`src/odcrf_ram.sv`:
```
`timescale 1ns / 1ps
module odcrf_ram #(
    parameter int WIDTH = 8,
    parameter int DEPTH = 480
) (
    input  logic                                   aclk,
    input  logic                                   wr_en,
    input  logic [((DEPTH > 1) ? $clog2(DEPTH) : 1)-1:0] wr_addr,
    input  logic [WIDTH-1:0]                       wr_data,
    input  logic [((DEPTH > 1) ? $clog2(DEPTH) : 1)-1:0] rd_addr,
    output logic [WIDTH-1:0]                       rd_data
);

    logic [WIDTH-1:0] mem_array [DEPTH];
    logic [WIDTH-1:0] rd_data_reg;

    always_ff @(posedge aclk) begin
        if (wr_en) begin
            mem_array[wr_addr] <= wr_data;
        end
        rd_data_reg <= mem_array[rd_addr];
    end

    assign rd_data = rd_data_reg;

endmodule

```
`config.mk`:
```
export PLATFORM = sky130hd
export DESIGN_NAME = odcrf_ram
export DESIGN_NICKNAME = d
export VERILOG_FILES = /design/src/odcrf_ram.sv
export SDC_FILE = /design/constraint.sdc
export NUM_CORES = 2
export LEC_CHECK = 0
export ABC_AREA = 0
export BUFFER_PORTS_ARGS = -buffer_cell sky130_fd_sc_hd__buf_4
export CAP_MARGIN = 0
export CORE_MARGIN = 3
export CORE_UTILIZATION = 39
export CTS_CLUSTER_DIAMETER = 60
export DETAILED_ROUTE_END_ITERATION = 16
export PLACE_DENSITY_LB_ADDON = 0.3
export SYNTH_ARGS = -nofsm -noshare
export SYNTH_HDL_FRONTEND = slang
export SYNTH_SLANG_ARGS = --single-unit
export TNS_END_PERCENT = 1
```
`constraint.sdc`:
```
create_clock -name aclk -period 3.2 [get_ports aclk]
set_input_delay 0.64 -clock aclk [delete_from_list [all_inputs] [get_ports aclk]]
set_output_delay 0.64 -clock aclk [all_outputs]
set_load 0.05 [all_outputs]
```
==> results_dict.tcl <==
set metrics [dict create \
    status "completed" \
    synth_seq_cells 3848 \
    largest_register_ffs 3840 \
    design.core.area_sq_um 381000 \
    drc 0 \
    finalSetupViolations 0 \
    port_buffers 35 \
    clock_skew_ns 0.0569 \
    clockBufferDepth 4 \
    cts_buffers 397 \
    wl_per_cell_microns 33.0 \
    worstPathCellList "buf_16 > buf_4 > buf_12 > buf_12 > mux4_2 > mux2_2 > o311ai_1 > a31oi_1 > a41oi_2 > o211ai_1" \
    worst-setup-path-type "in -> reg" \
    cp_common_cell "buf_12" \
    grt_max_degree 173 \
    clkSinkCount 3848 \
    relSlewSlack 0.124 \
    min_path_cells 1 \
    fill_cells 31200 \
    initial_core_util 0.393 \
    grt_pass1_vias 81200 \
    async_flop_share 0 \
    power_mw 109 \
    fp.dieH_microns 625 \
    place_hpwl_microns 307000 \
    postCtsHoldBufs 0 \
    design.die.area_sq_um 391000 \
    hp-class "in -> reg" \
    first_pass_iters 6 \
    timing.max_cap.violations 0 \
    cp_slowest_cell "mux4_2" \
    powerDensity_nw_per_um2 602 \
    grt_usage 0.232 \
    dp.cells 13100 \
    setup_ws_ns 0.0433 \
    clock_latency_ns 0.98 \
    critPathCaptureType "flip-flop" \
    fp.dieW_microns 625 \
    htree_levels 5 \
    synth_edf_count 3840 \
    slowest_delay_ns 0.61 \
    clk_pin_slew_worst_paths_ns 0.06 \
    final_antenna_net_count 0 \
    max_freq_ghz 0.317 \
    ys.flop_type "edfxtp_1" \
    finalHoldViolCount 0 \
    pre_cts_ws_ns -1.17 \
    worstPathArrival_ns 3.98 \
    synth-seq-area-share 0.772 \
    p_leak_nw 59.0 \
    grt_pass1_wl_microns 643000 \
    cts_resized 2 \
    worstSetupStartpointType "input pin" \
    cts_tree "done" \
    cts-root-buf "clkbuf_16" \
    worst_slew_pin_slew_ns 1.31 \
    yosysMostFrequentCell "edfxtp_1" \
    worstPathMaxFanout 14 \
    gp_congestion 0.900 \
    yosysWarnings 0 \
    utilization 0.474 \
    synthCells 7018 \
    fin_cells 13900 \
    synth_top_area_cell "edfxtp_1" \
    drive_gt1_frac 0.350 \
    yosysTopAreaCellShare 0.770 \
    antenna_found_initial 27 \
    syn_area_sq_um 150000 \
    rsz0062_at_grt "no" \
    rr_worst_depth 8 \
    cts_setup_buffers 0 \
    postRouteWirelength_microns 458000 \
    via_per_inst 5.86 \
    required_ns 4.02 \
    vias 81200 \
    synth_cell_types 69 \
    post-route-period-util 0.986 \
    avgSynthCellArea_sq_um 21.3 \
    finalCriticalPeriod_ns 3.16 \
    first_iter_violations 11300 \
    report.final.slew_viol_count 0 \
    synth_area_leaders "edfxtp_1 77%, mux4_2 14%, mux2i_1 1.6%" \
    pin_count 36 \
    syn_nets 7046 \
    grt_overflow 0 \
    irDropWorstVdd_uv 505 \
    syn2layout_area_growth_pct 20.6 \
    synthTopCellsByCount "3840 x edfxtp_1, 920 x mux4_2, 555 x nor2_1" \
    finalNetCount 8540 \
    rows 226 \
]
[kinds of logic after synthesis]
kind of cell           synth area share
and+or+nand+nor                  0.0291
muxes                             0.156
DFF                               0.772
buffers and inverters            0.0183
AOI/OAI and AO/OA                0.0247
[routing by layer]
layer / GRT usage / wire (microns) / share of wire
met5: 0 / 42 / 0.000092
met1: 0.330 / 180000 / 0.39
met2: 0.360 / 212000 / 0.46
met3: 0.0416 / 46400 / 0.10
met4: 0.0831 / 19000 / 0.042
[placed cells by master, fill, tap and decap left out, types with 41 or more instances in the layout]
| cell type | count |
|---|---|
| o221ai_1 | 45 |
| o21ai_0 | 47 |
| bufinv_16 | 45 |
| nand3_1 | 41 |
| clkinv_2 | 79 |
| buf_4 | 1327 |
| a21oi_1 | 68 |
| edfxtp_1 | 3840 |
| clkbuf_1 | 64 |
| clkbuf_16 | 403 |
| nand2_1 | 218 |
| mux4_2 | 920 |
| o22ai_1 | 57 |
| nor2_1 | 552 |
| clkinv_1 | 84 |
| buf_12 | 195 |
| mux2i_1 | 245 |
| a22oi_1 | 104 |
[worst paths after layout]
check                     from           endpoint  slack [ns]
max                 rd_addr[0]         rd_data[7]        0.04
min                 wr_data[2]  mem_array[331][2]        0.07
max reg2reg  mem_array[303][6]         rd_data[6]        0.16
min reg2reg  mem_array[455][0]         rd_data[0]        1.15
[worst max-delay path: cells and delay by family]
kind                   cells  cell delay, ns
AO/OA/AOI/OAI              4            1.50
multiplexers               2            0.91
buffers and inverters      4            0.85
[power by group]
part	internal, mW	switching, mW	leakage (nW)
Combinational	2.54	4.09	18.1
Clock	26.8	19.7	6.34
Sequential	55.5	0.0790	34.6
Total	84.8	23.9	59.0
[cell type report]
class                      count  area (sq um)  share of cell area
inverter                       8          42.5            0.000236
tap                         5016          6280              0.0348
multi-input combinational   2723         31600               0.175
timing repair buffer        1534         14100              0.0779
clock inverter               255          2670              0.0148
clock buffer                 468         10300              0.0573
sequential                  3848        115000               0.640
antenna                       11          27.5            0.000153
[through the flow]
| stage | TNS (ns) | instance area [sq um] | hold WS, ns |
|---|---|---|---|
| final | 0 | 180000 | 0.0719 |
| after floorplan | 0 | 150000 | 0.739 |
| after CTS | 0 | 180000 | 0.0138 |
| after global routing | 0 | 180000 | 0.0474 |
| after global placement | -5.79 | 167000 | 1.02 |
| after detailed placement | -5.80 | 167000 | 1.03 |
No activity file was read; power rests on OpenSTA's default activity.
